[src/hdl/crng_pkg.sv]
package crng_pkg;

  localparam int WORD_W       = 32;
  localparam int ENT_W        = 64;
  localparam int LCG_W        = 17;
  localparam int WARMUP_STEPS = 6;
  localparam int WARM_W       = $clog2(WARMUP_STEPS + 2);

  localparam logic [LCG_W-1:0] LCG_MULT = LCG_W'(69069);

  localparam logic KIND_DRAW   = 1'b0;
  localparam logic KIND_RESEED = 1'b1;

  typedef logic [WORD_W-1:0] word_t;

  localparam word_t MIN_A = WORD_W'(2);
  localparam word_t MIN_B = WORD_W'(8);
  localparam word_t MIN_C = WORD_W'(16);

  localparam word_t MASK_A = WORD_W'(32'hFFFF_FFFE);
  localparam word_t MASK_B = WORD_W'(32'hFFFF_FFF8);
  localparam word_t MASK_C = WORD_W'(32'hFFFF_FFF0);

  typedef enum logic [2:0] {
    ST_LCG_A,
    ST_LCG_B,
    ST_LCG_C,
    ST_WARM,
    ST_ACK,
    ST_IDLE,
    ST_DRAW
  } state_t;

  typedef enum logic [2:0] {
    WOP_HOLD,
    WOP_STEP,
    WOP_ENTROPY,
    WOP_LCG_A,
    WOP_LCG_B,
    WOP_LCG_C
  } word_op_t;

  typedef struct packed {
    word_op_t word_op;
    logic     seed_one;
    logic     out_load;
    logic     out_ack;
  } dp_cmd_t;

  typedef struct packed {
    logic step_nz;
    logic out_free;
    logic kind;
    logic seed_zero;
  } dp_stat_t;

  function automatic word_t step_a(input word_t s);
    return ((s & MASK_A) << 12) ^ (((s << 13) ^ s) >> 19);
  endfunction

  function automatic word_t step_b(input word_t s);
    return ((s & MASK_B) << 4) ^ (((s << 2) ^ s) >> 25);
  endfunction

  function automatic word_t step_c(input word_t s);
    return ((s & MASK_C) << 17) ^ (((s << 3) ^ s) >> 11);
  endfunction

  function automatic word_t lift(input word_t w, input word_t floor_val);
    return (w < floor_val) ? w + floor_val : w;
  endfunction

endpackage

[src/hdl/crng_if.sv]
interface crng_in_if;
  import crng_pkg::*;

  logic              valid;
  logic              ready;
  logic              kind;
  word_t             seed;
  logic [ENT_W-1:0]  entropy_low;
  logic [ENT_W-1:0]  entropy_high;

  modport source (output valid, kind, seed, entropy_low, entropy_high, input ready);
  modport sink   (input valid, kind, seed, entropy_low, entropy_high, output ready);
endinterface

interface crng_out_if;
  import crng_pkg::*;

  logic  valid;
  logic  ready;
  word_t number;
  logic  reseeded;

  modport source (output valid, number, reseeded, input ready);
  modport sink   (input valid, number, reseeded, output ready);
endinterface

[src/hdl/crng_dp.sv]
module crng_dp (
  input  logic                          clk,
  input  logic                          rst,
  input  logic                          kind,
  input  crng_pkg::word_t               seed,
  input  logic [crng_pkg::ENT_W-1:0]    entropy_low,
  input  logic [crng_pkg::ENT_W-1:0]    entropy_high,
  output logic                          out_valid,
  input  logic                          out_ready,
  output crng_pkg::word_t               out_number,
  output logic                          out_reseeded,
  input  crng_pkg::dp_cmd_t             cmd,
  output crng_pkg::dp_stat_t            stat
);
  import crng_pkg::*;

  word_t word_a;
  word_t word_b;
  word_t word_c;
  word_t na;
  word_t nb;
  word_t nc;
  word_t mix;
  word_t mul_op;
  word_t ent_sum;
  logic [WORD_W+LCG_W-1:0] product;
  word_t mul_res;

  assign na  = step_a(word_a);
  assign nb  = step_b(word_b);
  assign nc  = step_c(word_c);
  assign mix = na ^ nb ^ nc;

  always_comb begin
    unique case (cmd.word_op)
      WOP_LCG_A: mul_op = cmd.seed_one ? WORD_W'(1) : seed;
      WOP_LCG_B: mul_op = word_a;
      default:   mul_op = word_b;
    endcase
  end

  assign product = mul_op * LCG_MULT;
  assign mul_res = product[WORD_W-1:0];
  assign ent_sum = entropy_high[WORD_W-1:0] + entropy_high[2*WORD_W-1:WORD_W];

  always_ff @(posedge clk) begin
    case (cmd.word_op)
      WOP_STEP: begin
        word_a <= na;
        word_b <= nb;
        word_c <= nc;
      end
      WOP_ENTROPY: begin
        word_a <= lift(entropy_low[WORD_W-1:0], MIN_A);
        word_b <= lift(entropy_low[2*WORD_W-1:WORD_W], MIN_B);
        word_c <= lift(ent_sum, MIN_C);
      end
      WOP_LCG_A: word_a <= lift(mul_res, MIN_A);
      WOP_LCG_B: word_b <= lift(mul_res, MIN_B);
      WOP_LCG_C: word_c <= lift(mul_res, MIN_C);
      default: ;
    endcase
  end

  // output beat register
  always_ff @(posedge clk) begin
    if (rst) begin
      out_valid <= 1'b0;
    end else if (cmd.out_load) begin
      out_valid <= 1'b1;
    end else if (out_ready) begin
      out_valid <= 1'b0;
    end
  end

  always_ff @(posedge clk) begin
    if (cmd.out_load) begin
      out_number   <= cmd.out_ack ? '0 : mix;
      out_reseeded <= cmd.out_ack;
    end
  end

  assign stat.step_nz   = |mix;
  assign stat.out_free  = !out_valid || out_ready;
  assign stat.kind      = kind;
  assign stat.seed_zero = (seed == '0);

endmodule

[src/hdl/crng_ctrl.sv]
module crng_ctrl (
  input  logic               clk,
  input  logic               rst,
  input  logic               in_valid,
  output logic               in_ready,
  output crng_pkg::dp_cmd_t  cmd,
  input  crng_pkg::dp_stat_t stat
);
  import crng_pkg::*;

  localparam logic [WARM_W-1:0] WARM_LAST = WARM_W'(WARMUP_STEPS - 1);
  localparam logic              HAS_WARM  = (WARMUP_STEPS != 0);

  state_t            state;
  state_t            state_next;
  logic              boot;
  logic              boot_next;
  logic [WARM_W-1:0] cnt;
  logic [WARM_W-1:0] cnt_next;

  always_ff @(posedge clk) begin
    if (rst) begin
      state <= ST_LCG_A;
      boot  <= 1'b1;
      cnt   <= '0;
    end else begin
      state <= state_next;
      boot  <= boot_next;
      cnt   <= cnt_next;
    end
  end

  always_comb begin
    state_next   = state;
    boot_next    = boot;
    cnt_next     = cnt;
    in_ready     = 1'b0;
    cmd.word_op  = WOP_HOLD;
    cmd.seed_one = 1'b0;
    cmd.out_load = 1'b0;
    cmd.out_ack  = 1'b0;
    unique case (state)
      ST_LCG_A: begin
        cmd.word_op  = WOP_LCG_A;
        cmd.seed_one = 1'b1;
        state_next   = ST_LCG_B;
      end
      ST_LCG_B: begin
        cmd.word_op = WOP_LCG_B;
        state_next  = ST_LCG_C;
      end
      ST_LCG_C: begin
        cmd.word_op = WOP_LCG_C;
        cnt_next    = '0;
        if (HAS_WARM) begin
          state_next = ST_WARM;
        end else begin
          state_next = boot ? ST_IDLE : ST_ACK;
          boot_next  = 1'b0;
        end
      end
      ST_WARM: begin
        cmd.word_op = WOP_STEP;
        if (stat.step_nz) begin
          if (cnt == WARM_LAST) begin
            state_next = boot ? ST_IDLE : ST_ACK;
            boot_next  = 1'b0;
          end else begin
            cnt_next = cnt + 1'b1;
          end
        end
      end
      ST_ACK: begin
        if (stat.out_free) begin
          cmd.out_load = 1'b1;
          cmd.out_ack  = 1'b1;
          state_next   = ST_IDLE;
        end
      end
      ST_IDLE: begin
        in_ready = stat.out_free;
        if (in_valid && stat.out_free) begin
          if (stat.kind == KIND_RESEED) begin
            cnt_next = '0;
            if (stat.seed_zero) begin
              cmd.word_op = WOP_ENTROPY;
              state_next  = HAS_WARM ? ST_WARM : ST_ACK;
            end else begin
              cmd.word_op = WOP_LCG_A;
              state_next  = ST_LCG_B;
            end
          end else begin
            cmd.word_op = WOP_STEP;
            if (stat.step_nz) begin
              cmd.out_load = 1'b1;
            end else begin
              state_next = ST_DRAW;
            end
          end
        end
      end
      ST_DRAW: begin
        if (stat.out_free) begin
          cmd.word_op = WOP_STEP;
          if (stat.step_nz) begin
            cmd.out_load = 1'b1;
            state_next   = ST_IDLE;
          end
        end
      end
      default: begin
        state_next = ST_LCG_A;
      end
    endcase
  end

endmodule

[src/hdl/combined_tausworthe_rng.sv]
// Combined three-word Tausworthe random number generator.
// request channel: one beat per item. kind = 0 asks for a draw, kind = 1
// reseeds from seed (nonzero: LCG chain) or from the entropy words (seed 0).
// result channel: exactly one beat per request, in order. A draw returns a
// nonzero 0.32 fraction in number with reseeded low; a reseed returns
// number = 0 with reseeded high once the new state is warmed up.
// Throughput: a draw normally takes one Tausworthe step, plus one more for
// each step whose combined XOR is zero; draws stream at one per cycle while
// the result channel is not stalled.
// A reseed runs the LCG chain (steps A, B, C) through the shared 32x17
// multiplier, or the entropy load, starting in the accept cycle.
// Warm-up steps follow until WARMUP_STEPS of them had a nonzero combined
// XOR, then the acknowledgement beat is loaded once the output register is
// free. request.ready stays low from the cycle after the accept until the
// acknowledgement is loaded.
// Reset: the block runs a seed-one reseed with warm-up, with request.ready
// low and no result beat.
// A stalled result holds in the output register; a new request is taken in
// the same cycle that the waiting beat is taken, otherwise ready stays low.
module combined_tausworthe_rng (
  input logic        clk,
  input logic        rst,
  crng_in_if.sink    request,
  crng_out_if.source result
);
  import crng_pkg::*;

  dp_cmd_t  cmd;
  dp_stat_t stat;
  logic     in_ready;

  assign request.ready = in_ready;

  crng_ctrl u_ctrl (
    .clk      (clk),
    .rst      (rst),
    .in_valid (request.valid),
    .in_ready (in_ready),
    .cmd      (cmd),
    .stat     (stat)
  );

  crng_dp u_dp (
    .clk          (clk),
    .rst          (rst),
    .kind         (request.kind),
    .seed         (request.seed),
    .entropy_low  (request.entropy_low),
    .entropy_high (request.entropy_high),
    .out_valid    (result.valid),
    .out_ready    (result.ready),
    .out_number   (result.number),
    .out_reseeded (result.reseeded),
    .cmd          (cmd),
    .stat         (stat)
  );

endmodule

[src/flat_wrapper.sv]
// flat-port wrapper written by rule: the top's interface ports become plain ports
module combined_tausworthe_rng_flat import crng_pkg::*;
  (clk, rst, request_valid, request_kind, request_seed, request_entropy_low, request_entropy_high, request_ready, result_valid, result_number, result_reseeded, result_ready);
  crng_in_if request_i ();
  crng_out_if result_i ();
  input logic clk;
  input logic rst;
  input wire logic [$bits(request_i.valid)-1:0] request_valid;
  input wire logic [$bits(request_i.kind)-1:0] request_kind;
  input wire logic [$bits(request_i.seed)-1:0] request_seed;
  input wire logic [$bits(request_i.entropy_low)-1:0] request_entropy_low;
  input wire logic [$bits(request_i.entropy_high)-1:0] request_entropy_high;
  output wire logic [$bits(request_i.ready)-1:0] request_ready;
  output wire logic [$bits(result_i.valid)-1:0] result_valid;
  output wire logic [$bits(result_i.number)-1:0] result_number;
  output wire logic [$bits(result_i.reseeded)-1:0] result_reseeded;
  input wire logic [$bits(result_i.ready)-1:0] result_ready;
  assign request_i.valid = request_valid;
  assign request_i.kind = request_kind;
  assign request_i.seed = request_seed;
  assign request_i.entropy_low = request_entropy_low;
  assign request_i.entropy_high = request_entropy_high;
  assign request_ready = request_i.ready;
  assign result_valid = result_i.valid;
  assign result_number = result_i.number;
  assign result_reseeded = result_i.reseeded;
  assign result_i.ready = result_ready;
  combined_tausworthe_rng u_core (.clk(clk), .rst(rst), .request(request_i), .result(result_i));
endmodule
[config.mk]
export PLATFORM = sky130hd
export DESIGN_NAME = combined_tausworthe_rng_flat
export DESIGN_NICKNAME = d
export VERILOG_FILES = /design/src/hdl/crng_pkg.sv /design/src/hdl/crng_if.sv /design/src/hdl/crng_dp.sv /design/src/hdl/crng_ctrl.sv /design/src/hdl/combined_tausworthe_rng.sv /design/src/flat_wrapper.sv
export SDC_FILE = /design/constraint.sdc
export NUM_CORES = 1
export LEC_CHECK = 0
export ABC_AREA = 1
export BUFFER_PORTS_ARGS = -buffer_cell sky130_fd_sc_hd__clkbuf_2
export CORE_MARGIN = 4
export CORE_UTILIZATION = 60
export CTS_CLUSTER_SIZE = 30
export DETAILED_ROUTE_END_ITERATION = 7
export GPL_TIMING_DRIVEN = 1
export PLACE_DENSITY = 0.89
export SLEW_MARGIN = 15
export SYNTH_ARGS = -nofsm -noshare
export SYNTH_HDL_FRONTEND = slang
export SYNTH_SLANG_ARGS = --single-unit
[constraint.sdc]
create_clock -name clk -period 15.2 [get_ports clk]
set_input_delay 0 -clock clk [delete_from_list [all_inputs] [get_ports clk]]
set_output_delay 0 -clock clk [all_outputs]
set_load 0.01 [all_outputs]
==> results.md, run 1 <==
* Ant diodes at 0
* Hold Vio Cnt, Final at 0
* CP Max Fanout at 30
* Overall die width at 179 um
* Htree depth at 4
* Core ar. at 28800 um^2
* Max-slew headroom at 20.7%
* Area grow syn2layout at 14.8%
* GRT Overall Usage at 38.2%
* Sequential share of the synthesized area at 22.3%
* Hold crit path type: in2reg
* Longest Clk Path Bufs at 2
* Top routing layer in use: met4
* CP endpoint kind: flip-flop
* Initial antenna violation count at 0
* Unique masters post-synth at 50
* R2r setup slk at 5.12 ns
* Syn. warnings at 0
* Status: completed
* IO Pins at 200
* Commonest non-fill, non-tap cell in the layout: inv_1
* Slowest CP cell: o221ai_1
* Worst-Skew Late Latency at 0.43 ns
* Routed wl met2 at 26.5 mm
* Max-cap violations at 0
* Pin count of the biggest net entering global routing at 77
* Final Setup Violations at 0
* Register area at 3910 um^2
* Port bufs at 199
* CTS clk-pin slew, worst paths at 0.06 ns
* Num Clock Sinks at 133
* Share of cells above drive strength 1 at 12.0%
* Worst slew pin tran at 1.18 ns
* Die footprint at 32100 um^2
* Fin nets at 2886
* Clk root buf: clkbuf_16
* Layout fillers at 2297
* Crit path DAT at 10.25 ns
* DRT Pass-1 Iters at 7
* Vias at 16770
* Mean post-synth cell area at 8.29 um^2
* GPL Wtd Cong at 1.12
* #FFs+latches synth at 133
* GRT overflow at 0
* Synth Flop Type: edfxtp_1
* Netlist Area Pre-Place at 17600 um^2
* First-pass GRT wire length at 92.4 mm
* Die Y at 179 um
* Post-Syn Instances at 2118
* Synth async-reset ratio at 0%
* Most common cell on crit path: inv_1
* R2r endpoint: u_core.u_dp.word_a[2]
* Multi-input gate area at 11900 um^2
* Reg2Reg Launch Point: u_core.u_ctrl.state[1]
* Total CTS buffers at 17
* Rows at 62
* Post-Route WL at 60.8 mm
* Req. time, crit path at 15.37 ns
* Tcrit/Tclk final at 66.3%
* Setup Skew at 0.00866 ns
* Hpwl dp at 49.1 mm
* Critical path launch point: u_core.u_ctrl.state[1]
* Slew Limit Fails at 0
* Vias in the first global route at 16885
* Routed length on met1 at 21.9 mm
* Post-Syn Nets at 2637
* Fin Setup TNS at 0 ns
* Critical Path Max Stage Delay at 0.96 ns
* Drt initial violations at 2619
* Startpoint Class: flip-flop
* Commonest non-fill, non-tap cells in the layout: 424 x inv_1, 379 x nand2_1, 212 x ha_1
* Critical Path Sink: u_core.u_dp.word_a[2]
* RSZ-0062 raised after global routing: no
* Starting Density at 61.0%
* Crit path time final at 10.08 ns
* Critical path class: reg2reg
* Max Freq at 0.0992 GHz
* Reg2Reg Depth at 37
* DR WL/cell at 22.0 um
* TritonCTS clock tree: built
* Number of synthesized flops with an enable pin at 125
* DRC viols at 0
* Via density at 6.07
* Met3 WL at 8.29 mm
* Final ANT Viol Nets at 0
-- flip-flops by register name, summed over array words and instances, names as in the netlist --
| name | cells |
|---|---|
| u_core.u_ctrl.boot | 1 |
| u_core.u_dp.out_reseeded | 1 |
| u_core.u_dp.word_a | 32 |
| u_core.u_dp.out_valid | 1 |
| u_core.u_dp.word_b | 32 |
| u_core.u_dp.out_number | 32 |
| u_core.u_ctrl.cnt | 3 |
| u_core.u_dp.word_c | 28 |
| u_core.u_ctrl.state | 3 |
-- per-stage QoR --
stage / area, um^2 / utilization (%) / setup slack, ns / cells / hold slack, ns
4_1_cts: 20100 / 70.0 / 5.36 / 2763 / 0.000976
5_1_grt: 20100 / 70.0 / 4.72 / 2763 / 0.0167
3_3_place_gp: 19000 / 66.0 / 5.51 / 2676 / 0.265
6_report: 20100 / 70.0 / 5.12 / 2763 / 0.0169
2_1_floorplan: 17600 / - / 7.55 / 2118 / 0.0724
3_5_place_dp: 19000 / 66.1 / 5.38 / 2678 / 0.270
-- cells by family (layout without fill, tap and decap cells) --
| logic type | count (synthesis) | count (layout) | synth area share (%) |
|---|---|---|---|
| and+or+nand+nor | 722 | 722 | 17.8 |
| buffers and inverters | 472 | 733 | 10.2 |
| adders and majority gates | 354 | 354 | 31.3 |
| AOI/OAI and AO/OA | 266 | 266 | 9.86 |
| xor gates and xnor gates | 171 | 171 | 8.53 |
| DFF | 133 | 133 | 22.3 |
-- per-layer routing --
metal	track usage, %	vias up
li1	-	7415
met1	48.5	7781
met2	59.2	1289
met3	10.8	285
met4	20.9	0
met5	0	-
-- Yosys cell counts, drive strengths merged (2+ instances only) --
master  instances  area, um^2
o211a           2        20.0
or2             4        25.0
o21a            6        45.0
clkinv          2        7.51
xor2          116        1020
dfxtp           8         160
xnor2          55         482
nor4           14        87.6
edfxtp        125        3750
fa            142        2840
o221ai         45         394
o21ai          56         292
a21oi          80         400
clkbuf         28         105
a31oi           3        18.8
nand4          31         209
a211oi          6        45.0
nand2         389        1500
a22oi           7        52.6
a22o            2        17.5
nand3b          6        45.0
o211ai         44         330
a21o            4        30.0
nand3          98         526
inv           432        1620
ha            212        2650
buf            10        51.3
o21bai          6        45.0
nor2          161         639
nor3           16        80.1
-- layout make-up --
cell class                 instances  share of cell area [%]
inverter                         434                    8.10
clock buffer                      19                    2.15
tap                              384                    2.38
sequential                       133                    19.4
timing repair buffer             268                    8.18
clock inverter                    12                   0.782
multi-input combinational       1513                    59.0
-- repair_timing --
action / in CTS / in global routing
hold buffers: 54 / 0
resized for setup: 0 / 0
endpoints found under the setup margin: 0 / 0
buffers inserted: 0 / 0
endpoints found under the hold margin: 59 / 0
-- worst min-delay path by stage --
stage                                  startpoint  cells past startpoint                    end  slack [ns]
after floorplan                               rst                      1   u_core.u_ctrl.cnt[1]        0.07
after global placement                        rst                      2   u_core.u_ctrl.cnt[2]        0.26
after detailed placement                      rst                      2   u_core.u_ctrl.cnt[1]        0.27
after CTS                  request_entropy_low[9]                      3  u_core.u_dp.word_a[9]       0.001
after global routing       request_entropy_low[9]                      3  u_core.u_dp.word_a[9]        0.02
final                     request_entropy_low[36]                      5  u_core.u_dp.word_b[4]        0.02
-- worst max-delay path: cells and delay by family (launching register included) --
family	cells	cell delay [ns]
fa+ha+maj	7	3.25
simple gates	17	2.20
flops	1	0.47
compound gates	3	1.42
buf+inv	9	1.66
xor+xnor	1	0.78
Power of run 1 is left out: the tool's default activity adds up to more than one toggle a clock period on the data nets, which glitch-free logic cannot reach.
==> inputs of run 2 (changes only) <==
--- a/config.mk
+++ b/config.mk
@@ -5,14 +5,14 @@
 export SDC_FILE = /design/constraint.sdc
 export NUM_CORES = 1
 export LEC_CHECK = 0
-export ABC_AREA = 1
+export ABC_AREA = 0
 export BUFFER_PORTS_ARGS = -buffer_cell sky130_fd_sc_hd__clkbuf_2
 export CORE_MARGIN = 4
-export CORE_UTILIZATION = 60
+export CORE_UTILIZATION = 55
 export CTS_CLUSTER_SIZE = 30
 export DETAILED_ROUTE_END_ITERATION = 7
 export GPL_TIMING_DRIVEN = 1
-export PLACE_DENSITY = 0.89
+export PLACE_DENSITY = 0.86
 export SLEW_MARGIN = 15
 export SYNTH_ARGS = -nofsm -noshare
 export SYNTH_HDL_FRONTEND = slang
==> constraint.sdc (replaced) <==
create_clock -name clk -period 9 [get_ports clk]
set_input_delay 0 -clock clk [delete_from_list [all_inputs] [get_ports clk]]
set_output_delay 0 -clock clk [all_outputs]
set_load 0.01 [all_outputs]
==> results.md, run 2 <==
* Worst slew pin tran at 1.02 ns
* Vias at 16191
* R2r setup slk at 0.31 ns
* First-pass GRT wire length at 95.6 mm
* Area share of the largest cell type after synthesis at 21.6%
* Overall die width at 186 um
* Final Non-Filler Cells at 2558
* Reg2Reg Launch Point: u_core.u_ctrl.state[0]
* Tcrit/Tclk final at 96.5%
* Unique masters post-synth at 83
* Grt met3 use at 8.40%
* Synth Flop Type: edfxtp_1
* CP Max Fanout at 24
* GR Util met1 at 47.3%
* Netlist Area Pre-Place at 17300 um^2
* Die Y at 186 um
* Starting Density at 56.3%
* CTS clk-pin slew, worst paths at 0.06 ns
* Ant diodes at 0
* Status: complete, but fails checks
* Crit-path leading delay family: adder cells
* Initial antenna violation count at 1
* Syn. warnings at 0
* IO Pins at 200
* Commonest non-fill, non-tap cell in the layout: inv_1
* Port bufs at 199
* Startpoint Class: flip-flop
* Synth async-reset ratio at 0%
* Multi-input gate area at 12200 um^2
* Most frequent cell after synthesis: inv_1
* DR WL/cell at 25.3 um
* Final ANT Viol Nets at 0
* Final Setup Violations at 0
* Hold Crit Start: request_entropy_low[4]
* Die footprint at 34400 um^2
* Fin Setup TNS at 0 ns
* Critical Path Max Stage Delay at 0.54 ns
* CP endpoint kind: flip-flop
* Longest Clk Path Bufs at 2
* Hold Vio Cnt, Final at 1
* Hpwl dp at 52.7 mm
* Hold WS at -0.00229 ns
* Via density at 6.33
* Busiest layer in global routing: met2
* Max Freq at 0.115 GHz
* Area grow syn2layout at 17.2%
* Layout fillers at 2547
* Htree depth at 4
* Final setup margin at 0.313 ns
* Max-cap violations at 0
* Hold crit path type: in2reg
* GRT Overall Usage at 37.1%
* Crit path time final at 8.69 ns
* Failing checks: hold timing
* Post-Syn Instances at 1879
* Fin nets at 2669
* Post-Syn Nets at 2398
* Sequential share of the synthesized area at 22.6%
* Pin count of the biggest net entering global routing at 58
* Post-synth top cells: 278 x inv_1, 212 x ha_1, 166 x nand2_1
* Core ar. at 30800 um^2
* GPL Wtd Cong at 1.08
* Drt initial violations at 1961
* Worst-Skew Late Latency at 0.44 ns
* Worst slack, placed at 0.184 ns
* DRT Pass-1 Iters at 8
* Setup Skew at 0.0173 ns
* DRC viols at 0
* Post-Route WL at 64.6 mm
* Met2 track demand over resource at 59.9%
* #FFs+latches synth at 133
* Mean post-synth cell area at 9.23 um^2
* R2r endpoint: u_core.u_dp.word_a[2]
* Clk root buf: clkbuf_16
* Biggest regs: u_core.u_dp.out_number x32, u_core.u_dp.word_a x32, u_core.u_dp.word_b x32
* TritonCTS clock tree: built
* Ranking of synthesized cells by area: edfxtp_1 22%, fa_1 16%, ha_1 15%
* Hold endpoint: u_core.u_dp.word_a[4]
* Total CTS buffers at 17
* Num Clock Sinks at 133
* GRT overflow at 0
* Dpl cells at 2485
* Most common cell on crit path: inv_1
* Reg2Reg Depth at 31
* Crit path DAT at 8.88 ns
* Hold path cells at 3
* Slew Limit Fails at 0
* Share of cells above drive strength 1 at 17.3%
* Req. time, crit path at 9.19 ns
* Rows at 64
* Max-slew headroom at 31.0%
* Register area at 3910 um^2
* Critical path launch point: u_core.u_ctrl.state[0]
* Commonest non-fill, non-tap cells in the layout: 278 x inv_1, 212 x ha_1, 199 x clkbuf_2
* Yosys top cell by area: edfxtp_1
* Critical path class: reg2reg
* Slowest CP cell: fa_1
* Buf/Inv on CP at 6
* Number of synthesized flops with an enable pin at 125
* Vias in the first global route at 16312
==> run 2: cell types whose count changed in the layout (fill, tap and decap cells not counted), moves of 33 or more <==
cell      change
xnor2_1      +73
a21oi_1      +33
xor2_1       -62
buf_4        +63
nor2_1       -38
nand2_1     -215
o211ai_1     -42
nand3_1      -76
inv_1       -146
==> run 2: layer usage <==
layer  part of all wire [%]  vias to the layer above  wire, um
li1                       -                     7063         -
met1                     37                     7793     24200
met2                     45                     1081     29300
met3                     11                      252      7060
met4                    6.3                        2      4070
met5                  0.022                        -        14
==> run 2: worst max-delay path by stage <==
stage / slack (ns) / to / cells after the start
after detailed placement: 0.18 / u_core.u_dp.word_a[2] / 31
after global routing: -0.02 / u_core.u_dp.word_a[2] / 32
after CTS: 0.12 / u_core.u_dp.word_a[2] / 31
after floorplan: 0.11 / u_core.u_dp.word_a[2] / 33
final: 0.31 / u_core.u_dp.word_a[2] / 31
after global placement: 0.37 / u_core.u_dp.word_a[2] / 31
==> run 2: what timing repair did <==
action / CTS / global route
hold buffers: 39 / 0
setup endpoints to repair: 0 / 13
hold endpoints to repair: 45 / 0
resized for setup: 0 / 12
buffers inserted: 0 / 2
==> run 2: layout make-up <==
| type | instances | area share (%) |
|---|---|---|
| multi-input cells | 1398 | 60.0 |
| flip-flops and latches | 133 | 19.3 |
| repair buffers | 321 | 10.1 |
| inverters | 279 | 5.15 |
| well taps | 396 | 2.44 |
| clock buffers | 17 | 2.09 |
| clock inverters | 14 | 0.923 |
==> run 2: tightest hold or removal path, delay by kind of cell <==
family,cells,cell delay [ns]
AOI/OAI and AO/OA,2,0.20
buffers and inverters,1,0.10
==> run 2: logic make-up after synthesis <==
logic type	count (synthesis)	synth area share, %
adders and majority gates	354	31.7
AOI/OAI and AO/OA	409	15.8
muxes	15	0.873
DFF	133	22.6
buffers and inverters	348	7.91
xor gates and xnor gates	183	9.35
and+or+nand+nor	437	11.8
==> run 2: through the flow <==
| stage | util (%) | cell area [um^2] | hold slack (ns) |
|---|---|---|---|
| 3_5_place_dp | 62.4 | 19200 | 0.300 |
| 5_1_grt | 65.9 | 20300 | 0.00812 |
| 6_report | 65.9 | 20300 | -0.00229 |
| 3_3_place_gp | 62.4 | 19200 | 0.295 |
| 4_1_cts | 65.6 | 20200 | 0.00169 |
| 2_1_floorplan | - | 17300 | 0.197 |
Power of run 2 is left out for the same reason.
